`src/sv/cpi_pkg.sv`:
```
package cpi_pkg;

  // Defaults for the top-level parameters.
  localparam int MAX_CIRCLES_DEF = 16;
  localparam int COORD_WIDTH_DEF = 16;

  // Result fields have fixed widths, whatever the capacity.
  localparam int RESULT_CAP = 16;
  localparam int INDEX_W    = 4;
  localparam int MASK_W     = 16;
  localparam int COUNT_W    = 4;

  localparam logic [COUNT_W-1:0] COUNT_MAX = 4'd15;

  typedef enum logic [2:0] {
    ST_LOAD,
    ST_ROW_RD,
    ST_SWEEP,
    ST_DRAIN,
    ST_EMIT
  } cpi_state_t;

endpackage

```
`src/sv/circle_pairwise_intersection.sv`:
```
// Loading: one circle per cycle; in_ready is high whenever no pass is running.
// Pass: each result row takes a row read, one read per stored circle, the pair test
// pipeline and an emit step; a set of N stored circles gives min(N,16) result rows.
// A stalled result holds the pass until its transfer. Reset (rst_n low, synchronous)
// clears the fill count, drop flag and control state; the circle memory is not cleared.
module circle_pairwise_intersection #(
  parameter int MAX_CIRCLES = cpi_pkg::MAX_CIRCLES_DEF,
  parameter int COORD_WIDTH = cpi_pkg::COORD_WIDTH_DEF
) (
  input  logic                          clk,
  input  logic                          rst_n,

  input  logic                          in_valid,
  output logic                          in_ready,
  input  logic signed [COORD_WIDTH-1:0] in_center_x,
  input  logic signed [COORD_WIDTH-1:0] in_center_y,
  input  logic        [COORD_WIDTH-1:0] in_radius,
  input  logic                          in_last_circle,

  output logic                          out_valid,
  input  logic                          out_ready,
  output logic [cpi_pkg::INDEX_W-1:0]   out_circle_index,
  output logic [cpi_pkg::MASK_W-1:0]    out_touch_mask,
  output logic [cpi_pkg::COUNT_W-1:0]   out_touch_count,
  output logic                          out_last_result,
  output logic                          out_overflowed
);
  import cpi_pkg::*;

  localparam int CW    = COORD_WIDTH;
  localparam int AW    = $clog2(MAX_CIRCLES);
  localparam int CNT_W = $clog2(MAX_CIRCLES + 1);
  localparam int EW    = 3 * CW;

  // ---------------------------------------------------------------------------
  // Control registers
  // ---------------------------------------------------------------------------
  cpi_state_t       state_r, state_nxt;
  logic [CNT_W-1:0] loaded_r;
  logic             drop_r;
  logic [AW-1:0]    row_i_r;
  logic [AW-1:0]    sweep_j_r;
  logic             cap_r;

  logic in_xfer;
  logic out_free;
  logic sweep_last;
  logic row_last;
  logic store_ok;

  assign in_ready   = (state_r == ST_LOAD);
  assign in_xfer    = in_valid && in_ready;
  assign out_free   = !out_valid || out_ready;
  assign store_ok   = (loaded_r < CNT_W'(MAX_CIRCLES));
  assign sweep_last = (CNT_W'(sweep_j_r) + CNT_W'(1) == loaded_r);
  // The pass stops at the last stored circle or at the result cap, whichever comes first.
  assign row_last   = (CNT_W'(row_i_r) + CNT_W'(1) == loaded_r) ||
                      (int'(row_i_r) + 1 == RESULT_CAP);

  // ---------------------------------------------------------------------------
  // Circle memory: one entry per circle, {x, y, radius}, one write and one read port.
  // ---------------------------------------------------------------------------
  logic [EW-1:0] circ_mem [MAX_CIRCLES];
  logic [EW-1:0] mem_q_r;
  logic [AW-1:0] rd_addr;

  assign rd_addr = (state_r == ST_ROW_RD) ? row_i_r : sweep_j_r;

  always_ff @(posedge clk) begin
    if (in_xfer && store_ok) begin
      circ_mem[loaded_r[AW-1:0]] <= {in_center_x, in_center_y, in_radius};
    end
    mem_q_r <= circ_mem[rd_addr];
  end

  // ---------------------------------------------------------------------------
  // Next-state logic
  // ---------------------------------------------------------------------------
  logic s3_v_r, s3_last_r;

  always_comb begin
    state_nxt = state_r;
    unique case (state_r)
      ST_LOAD: begin
        if (in_xfer && in_last_circle) begin
          state_nxt = ST_ROW_RD;
        end
      end
      ST_ROW_RD: begin
        state_nxt = ST_SWEEP;
      end
      ST_SWEEP: begin
        if (sweep_last) begin
          state_nxt = ST_DRAIN;
        end
      end
      ST_DRAIN: begin
        if (s3_v_r && s3_last_r) begin
          state_nxt = ST_EMIT;
        end
      end
      ST_EMIT: begin
        if (out_free) begin
          state_nxt = row_last ? ST_LOAD : ST_ROW_RD;
        end
      end
      default: begin
        state_nxt = ST_LOAD;
      end
    endcase
  end

  always_ff @(posedge clk) begin
    if (!rst_n) begin
      state_r <= ST_LOAD;
    end else begin
      state_r <= state_nxt;
    end
  end

  // Fill count, drop flag, row and sweep counters.
  always_ff @(posedge clk) begin
    if (!rst_n) begin
      loaded_r  <= '0;
      drop_r    <= 1'b0;
      row_i_r   <= '0;
      sweep_j_r <= '0;
      cap_r     <= 1'b0;
    end else begin
      cap_r <= (state_r == ST_ROW_RD);
      if (in_xfer) begin
        if (store_ok) begin
          loaded_r <= loaded_r + CNT_W'(1);
        end else begin
          drop_r <= 1'b1;
        end
        row_i_r <= '0;
      end
      if (state_r == ST_ROW_RD) begin
        sweep_j_r <= '0;
      end else if (state_r == ST_SWEEP && !sweep_last) begin
        sweep_j_r <= sweep_j_r + AW'(1);
      end
      if (state_r == ST_EMIT && out_free) begin
        if (row_last) begin
          loaded_r <= '0;
          drop_r   <= 1'b0;
        end else begin
          row_i_r <= row_i_r + AW'(1);
        end
      end
    end
  end

  // ---------------------------------------------------------------------------
  // Row circle: captured from the memory the cycle after its read.
  // ---------------------------------------------------------------------------
  logic signed [CW-1:0] ci_x_r, ci_y_r;
  logic        [CW-1:0] ci_r_r;

  always_ff @(posedge clk) begin
    if (cap_r) begin
      ci_x_r <= mem_q_r[EW-1:2*CW];
      ci_y_r <= mem_q_r[2*CW-1:CW];
      ci_r_r <= mem_q_r[CW-1:0];
    end
  end

  // ---------------------------------------------------------------------------
  // Pair test pipeline. Tags travel with the data: valid, column index, last column.
  // ---------------------------------------------------------------------------
  logic          rd_v_r, rd_last_r;
  logic [AW-1:0] rd_j_r;

  always_ff @(posedge clk) begin
    if (!rst_n) begin
      rd_v_r <= 1'b0;
    end else begin
      rd_v_r <= (state_r == ST_SWEEP);
    end
    rd_j_r    <= sweep_j_r;
    rd_last_r <= sweep_last;
  end

  // Stage 1: absolute differences and the radius sum.
  logic signed [CW-1:0] cj_x, cj_y;
  logic        [CW-1:0] cj_r;
  logic        [CW:0]   dxs, dys;
  logic        [CW-1:0] dx_abs, dy_abs, rd_abs;
  logic        [CW:0]   rs_sum;

  assign cj_x = mem_q_r[EW-1:2*CW];
  assign cj_y = mem_q_r[2*CW-1:CW];
  assign cj_r = mem_q_r[CW-1:0];

  always_comb begin
    dxs    = {ci_x_r[CW-1], ci_x_r} - {cj_x[CW-1], cj_x};
    dys    = {ci_y_r[CW-1], ci_y_r} - {cj_y[CW-1], cj_y};
    dx_abs = dxs[CW] ? CW'(-dxs) : dxs[CW-1:0];
    dy_abs = dys[CW] ? CW'(-dys) : dys[CW-1:0];
    rd_abs = (ci_r_r >= cj_r) ? (ci_r_r - cj_r) : (cj_r - ci_r_r);
    rs_sum = {1'b0, ci_r_r} + {1'b0, cj_r};
  end

  logic          s1_v_r, s1_last_r, s1_self_r;
  logic [AW-1:0] s1_j_r;
  logic [CW-1:0] s1_dx_r, s1_dy_r, s1_rd_r;
  logic [CW:0]   s1_rs_r;

  always_ff @(posedge clk) begin
    if (!rst_n) begin
      s1_v_r <= 1'b0;
    end else begin
      s1_v_r <= rd_v_r;
    end
    s1_j_r    <= rd_j_r;
    s1_last_r <= rd_last_r;
    s1_self_r <= (rd_j_r == row_i_r);
    s1_dx_r   <= dx_abs;
    s1_dy_r   <= dy_abs;
    s1_rd_r   <= rd_abs;
    s1_rs_r   <= rs_sum;
  end

  // Stage 2: the four squares.
  logic            s2_v_r, s2_last_r, s2_self_r;
  logic [AW-1:0]   s2_j_r;
  logic [2*CW-1:0] s2_dx2_r, s2_dy2_r, s2_lo2_r;
  logic [2*CW+1:0] s2_hi2_r;

  always_ff @(posedge clk) begin
    if (!rst_n) begin
      s2_v_r <= 1'b0;
    end else begin
      s2_v_r <= s1_v_r;
    end
    s2_j_r    <= s1_j_r;
    s2_last_r <= s1_last_r;
    s2_self_r <= s1_self_r;
    s2_dx2_r  <= s1_dx_r * s1_dx_r;
    s2_dy2_r  <= s1_dy_r * s1_dy_r;
    s2_lo2_r  <= s1_rd_r * s1_rd_r;
    s2_hi2_r  <= s1_rs_r * s1_rs_r;
  end

  // Stage 3: distance squared and the two bounds; a circle never touches itself.
  logic [2*CW:0]   d2;
  logic [2*CW+1:0] d2_ext, lo2_ext;
  logic            touch;

  always_comb begin
    d2      = {1'b0, s2_dx2_r} + {1'b0, s2_dy2_r};
    d2_ext  = {1'b0, d2};
    lo2_ext = {2'b00, s2_lo2_r};
    touch   = (lo2_ext <= d2_ext) && (d2_ext <= s2_hi2_r) && !s2_self_r;
  end

  logic          s3_touch_r;
  logic [AW-1:0] s3_j_r;

  always_ff @(posedge clk) begin
    if (!rst_n) begin
      s3_v_r <= 1'b0;
    end else begin
      s3_v_r <= s2_v_r;
    end
    s3_j_r     <= s2_j_r;
    s3_last_r  <= s2_last_r;
    s3_touch_r <= touch;
  end

  // ---------------------------------------------------------------------------
  // Row accumulator: mask over the first sixteen columns, count saturating at fifteen.
  // ---------------------------------------------------------------------------
  logic [MASK_W-1:0]  acc_mask_r;
  logic [COUNT_W-1:0] acc_cnt_r;
  logic [INDEX_W-1:0] s3_j_lo;

  assign s3_j_lo = INDEX_W'(s3_j_r);

  always_ff @(posedge clk) begin
    if (state_r == ST_ROW_RD) begin
      acc_mask_r <= '0;
      acc_cnt_r  <= '0;
    end else if (s3_v_r && s3_touch_r) begin
      if (int'(s3_j_r) < RESULT_CAP) begin
        acc_mask_r[s3_j_lo] <= 1'b1;
      end
      if (acc_cnt_r != COUNT_MAX) begin
        acc_cnt_r <= acc_cnt_r + COUNT_W'(1);
      end
    end
  end

  // ---------------------------------------------------------------------------
  // Output register: a finished row waits here until its transfer.
  // ---------------------------------------------------------------------------
  logic               out_valid_r;
  logic [INDEX_W-1:0] out_index_r;
  logic [MASK_W-1:0]  out_mask_r;
  logic [COUNT_W-1:0] out_cnt_r;
  logic               out_last_r, out_ovf_r;
  logic               out_load;

  assign out_load = (state_r == ST_EMIT) && out_free;

  always_ff @(posedge clk) begin
    if (!rst_n) begin
      out_valid_r <= 1'b0;
    end else if (out_load) begin
      out_valid_r <= 1'b1;
    end else if (out_ready) begin
      out_valid_r <= 1'b0;
    end
  end

  always_ff @(posedge clk) begin
    if (out_load) begin
      out_index_r <= INDEX_W'(row_i_r);
      out_mask_r  <= acc_mask_r;
      out_cnt_r   <= acc_cnt_r;
      out_last_r  <= row_last;
      out_ovf_r   <= drop_r;
    end
  end

  assign out_valid        = out_valid_r;
  assign out_circle_index = out_index_r;
  assign out_touch_mask   = out_mask_r;
  assign out_touch_count  = out_cnt_r;
  assign out_last_result  = out_last_r;
  assign out_overflowed   = out_ovf_r;

  // ---------------------------------------------------------------------------
  // Assertions
  // ---------------------------------------------------------------------------
  a_fill_bound: assert property (@(posedge clk) disable iff (!rst_n)
    CNT_W'(MAX_CIRCLES) >= loaded_r)
    else $error("fill count beyond capacity");

  a_pipe_in_pass: assert property (@(posedge clk) disable iff (!rst_n)
    s3_v_r |-> (state_r == ST_SWEEP || state_r == ST_DRAIN))
    else $error("pair pipeline active outside a pass");

  a_row_in_set: assert property (@(posedge clk) disable iff (!rst_n)
    (state_r != ST_LOAD) |-> (CNT_W'(row_i_r) < loaded_r && int'(row_i_r) < RESULT_CAP))
    else $error("row index outside the stored set");

  a_no_self: assert property (@(posedge clk) disable iff (!rst_n)
    (state_r == ST_EMIT) |-> !acc_mask_r[INDEX_W'(row_i_r)])
    else $error("circle marked as touching itself");

  a_emit_loads: assert property (@(posedge clk) disable iff (!rst_n)
    out_load |=> out_valid_r && (out_index_r == INDEX_W'($past(row_i_r))))
    else $error("emitted row not presented");

endmodule

```
`config.mk`:
```
export PLATFORM = sky130hd
export DESIGN_NAME = circle_pairwise_intersection
export DESIGN_NICKNAME = d
export VERILOG_FILES = /design/src/sv/cpi_pkg.sv /design/src/sv/circle_pairwise_intersection.sv
export SDC_FILE = /design/constraint.sdc
export NUM_CORES = 2
export LEC_CHECK = 0
export ABC_AREA = 1
export BUFFER_PORTS_ARGS = -buffer_cell sky130_fd_sc_hd__buf_2
export CORE_MARGIN = 2
export CORE_UTILIZATION = 33
export CTS_BUF_LIST = sky130_fd_sc_hd__clkbuf_8
export DETAILED_ROUTE_END_ITERATION = 10
export PLACE_DENSITY = 0.47
export SLEW_MARGIN = 20
export SYNTH_ARGS = -nofsm -noshare
export SYNTH_HDL_FRONTEND = slang
export SYNTH_SLANG_ARGS = --single-unit
```
`constraint.sdc`:
```
create_clock -name clk -period 8.08 [get_ports clk]
set_input_delay 2.424 -clock clk [delete_from_list [all_inputs] [get_ports clk]]
set_output_delay 2.424 -clock clk [all_outputs]
set_load 0.005 [all_outputs]
```
==> impl.org <==
** Detailed routing
- Post-detailed-routing wire length :: 205000 um
- Met1 wire length :: 91500 um
- Pre-antenna DRT Iters :: 5
- The detailed router finished its first iteration with 3212 violations.
- The routed design uses 101000 um of met2 wire.
- After detailed routing, the met3 layer carries 7960 um of wire.
- After detailed routing, the number of vias per cell comes to 4.73.
- Number of remaining DRC errors :: 0
- The highest metal layer carrying signal wires in the routed design is met5.
- After detailed routing, the average wire length per cell comes to 18.3 um.
- The count of nets left with antenna violations once routing finished came out at 0.
- For this block, the via count after detailed routing is 53177.

** Yosys
- Cell accounting for the most synthesized area :: sky130_fd_sc_hd__edfxtp_1
- Count of distinct cell types in the synthesized netlist :: 60
- Cells after Synth :: 7885
- Fraction of the yosys area taken by sequential cells :: 0.404
- Yosys instantiated no cell more often than sky130_fd_sc_hd__inv_1.
- Commonest cells post-synth :: 1528 x sky130_fd_sc_hd__inv_1, 1158 x sky130_fd_sc_hd__nand2_1, 842 x sky130_fd_sc_hd__edfxtp_1, 695 x sky130_fd_sc_hd__nor2_1, 687 x sky130_fd_sc_hd__fa_1
- Of the post-synthesis cell area, the dominant cell type holds 0.326.
- Share of async-settable or async-resettable flops after synthesis :: 0
- After synthesis, the cell types taking the most area are sky130_fd_sc_hd__edfxtp_1 33%, sky130_fd_sc_hd__fa_1 18%, sky130_fd_sc_hd__ha_1 9.5%.
- Synthesis produced a netlist with a net count of 9214.
- The average instance in the mapped netlist occupies 9.84 um2.
- For this run, the number of Yosys warnings is 0.
- Synthesis inferred 1145 register bits.
- Among all flip-flop cells after synthesis, the most frequent one is sky130_fd_sc_hd__edfxtp_1.
- After synthesis the cells add up to 77600 um2.
- Post-synth EDFFs :: 842

** Timing
- Unrepaired setup endpoints after global routing :: no
- Total of endpoints with negative setup slack in the final report :: 0
- After routing, the total negative slack on setup checks comes to 0 ns.
- In this run the tightest slew margin relative to its limit is 0.293.
- Across all setup checks in the final design, the least slack found is 1.98 ns.
- The final max-slew violation count came to 0.
- Final hold violations :: 0
- Final Cycle Share :: 0.755
- For the pin with the worst max-slew slack, the measured transition is 1.06 ns.
- Based on the critical path, the design can be clocked at up to 164 MHz.
- The smallest clock period supported by the final layout is computed as 6.10 ns.
- Setup clock skew after layout :: 0.0571 ns

** CTS
- The later pin in the worst-skew pair is clocked with a latency of 0.96 ns.
- Clock-pin slew was measured on the worst setup and hold paths at 0.07 ns.
- TritonCTS clock tree :: built
- Sink Count :: 1145
- No sink is reached through more buffers than the 3 on the longest clock path.
- Total clock buffers created by CTS :: 198
- The number of hold buffers added after CTS was 0.
- Number of instances resized during post-cts repair :: 0
- The tree is rooted in a sky130_fd_sc_hd__clkbuf_8.
- The H-tree generated during clock tree synthesis spans 4 levels.
- Once the clock tree was built, the setup fixing pass inserted 0 buffers.

** Global route
- Entering global routing, the biggest net connects 208 pins.
- Total congestion overflow :: 0
- Across every metal layer, demand over resource in global routing totals 0.173.
- Initial antenna violation count :: 23
- The first global-routing pass estimated 322000 um of wire.
- Via count of the first global-routing pass :: 56021

** Worst setup path
- CP required :: 8.92 ns
- STA classifies the critical path startpoint as a flop.
- In this run the worst path has a maximum fanout of 17.
- STA classifies the critical path endpoint as a flop.
- For the worst setup path, the data arrival time is 6.94 ns.
- The critical path in this run is classified as reg -> reg.

** Run status
- Outcome :: completed

** Placement
- Detailed-placement wirelength estimate :: 142000 um
- Gp weighted congestion :: 0.840
- Pre-CTS WS :: 1.96 ns
- Number of buffer cells added on primary ports :: 80

** Layout
- Layout overhead on the synthesized area :: 9.73%
- In the final design database the tool counted 9237 nets.
- Fraction of layout instances using a drive strength above 1 :: 0.0563

** Hold path
- Class of the worst hold path :: reg -> reg

** Die
- The region available for standard cell placement spans 235000 um2.
- I/O pin count :: 81
- In this run the core area contains 178 standard-cell rows.
- Die span in y :: 489 um
- Measured along the x axis, the die boundary spans 489 um.
- For this configuration, the core starts out at a cell density of 0.331.
- Die area :: 239000 um2

** Run
- Across the run, the number of max-cap violations was 0.
-- cell families (layout without fill, tap and decap cells) --
| family | Yosys count | count (layout) | synth area share |
|---|---|---|---|
| AO/OA/AOI/OAI | 1213 | 1213 | 0.0922 |
| XOR/XNOR | 247 | 247 | 0.0280 |
| adder cells (fa/ha/maj) | 1276 | 1276 | 0.272 |
| buffers and inverters | 1842 | 2033 | 0.0921 |
| flip-flops | 1145 | 1145 | 0.404 |
| multiplexers | 1 | 1 | 0.000129 |
| other | 0 | 7 | 0 |
| AND/OR/NAND/NOR | 2161 | 2161 | 0.111 |
-- critical path, cell delays in order, from the launching register on --
cell and delay [ns]:
sky130_fd_sc_hd__dfxtp_1 0.94, sky130_fd_sc_hd__nand2_1 0.18, sky130_fd_sc_hd__fa_1 0.62, sky130_fd_sc_hd__inv_1 0.07
sky130_fd_sc_hd__fa_1 0.51, sky130_fd_sc_hd__inv_1 0.06, sky130_fd_sc_hd__fa_1 0.52, sky130_fd_sc_hd__inv_1 0.05
sky130_fd_sc_hd__fa_1 0.47, sky130_fd_sc_hd__fa_1 0.49, sky130_fd_sc_hd__inv_1 0.05, sky130_fd_sc_hd__fa_1 0.48
sky130_fd_sc_hd__inv_1 0.04, sky130_fd_sc_hd__ha_1 0.34, sky130_fd_sc_hd__a21oi_1 0.24, sky130_fd_sc_hd__inv_1 0.08
sky130_fd_sc_hd__o21ai_0 0.19, sky130_fd_sc_hd__nand2_1 0.08, sky130_fd_sc_hd__nand2_1 0.06, sky130_fd_sc_hd__nand3_1 0.16
sky130_fd_sc_hd__a21oi_1 0.22, sky130_fd_sc_hd__xor2_1 0.15
-- layer usage --
metal,vias up,global-route usage
met3,316,0.0248
met2,938,0.301
li1,25579,-
met1,26320,0.225
met4,24,0.0424
met5,-,0
-- area by class of cell --
class / instances / area, um2
fillers: 23777 / 149000
multi-input cells: 4898 / 39300
flip-flops and latches: 1145 / 31400
inverters: 1539 / 5790
well taps: 3150 / 3940
clock buffers: 220 / 3030
clock inverters: 148 / 968
repair buffers: 126 / 808
diodes: 7 / 17.5
-- per-stage QoR --
| step | cells | hold slack (ns) | area [um2] | util |
|---|---|---|---|---|
| 4_1_cts | 11226 | 0.326 | 85100 | 0.363 |
| 3_3_place_gp | 10858 | 0.311 | 81200 | 0.346 |
| 6_report | 11233 | 0.323 | 85200 | 0.363 |
| 5_1_grt | 11229 | 0.330 | 85200 | 0.363 |
| 3_5_place_dp | 10858 | 0.312 | 81200 | 0.346 |
| 2_1_floorplan | 7885 | 0.310 | 77600 | - |
-- placed cells by master (no fill, tap or decap), drive strengths merged, types with 33 or more instances in the layout --
master	instances
clkinv	56
o21ai	528
dfxtp	303
nand3	177
o221ai	132
nor2	697
fa	687
inv	1621
a31oi	33
o22ai	66
o211ai	75
buf	126
clkbuf	220
xor2	169
edfxtp	842
nor3	46
xnor2	78
a21oi	283
ha	589
nand2	1161
nand4	42
-- final timing paths --
kind                  endpoint  cells after the start  startpoint  slack [ns]
setup / recovery  s2_hi2_r[32]                     21  s1_rs_r[8]        1.98
hold / removal      s3_j_lo[0]                      0   s2_j_r[0]        0.32
setup reg to reg  s2_hi2_r[32]                     21  s1_rs_r[8]        1.98
hold reg to reg     s3_j_lo[0]                      0   s2_j_r[0]        0.32
-- flip-flops by register name, summed over array words and instances (netlist names), 5 cells and up --
register / cells
s2_hi2_r: 33
s1_rd_r: 15
ci_r_r: 16
ci_y_r: 16
circ_mem: 768
ci_x_r: 16
s1_dy_r: 16
loaded_r: 5
s2_lo2_r: 30
out_touch_mask: 16
s2_dx2_r: 31
s2_dy2_r: 31
s1_dx_r: 16
acc_mask_r: 16
s1_rs_r: 17
mem_q_r: 48
Power is not shown: default switching activity piles up to over one toggle a cycle in this logic, so the estimate is an artifact.
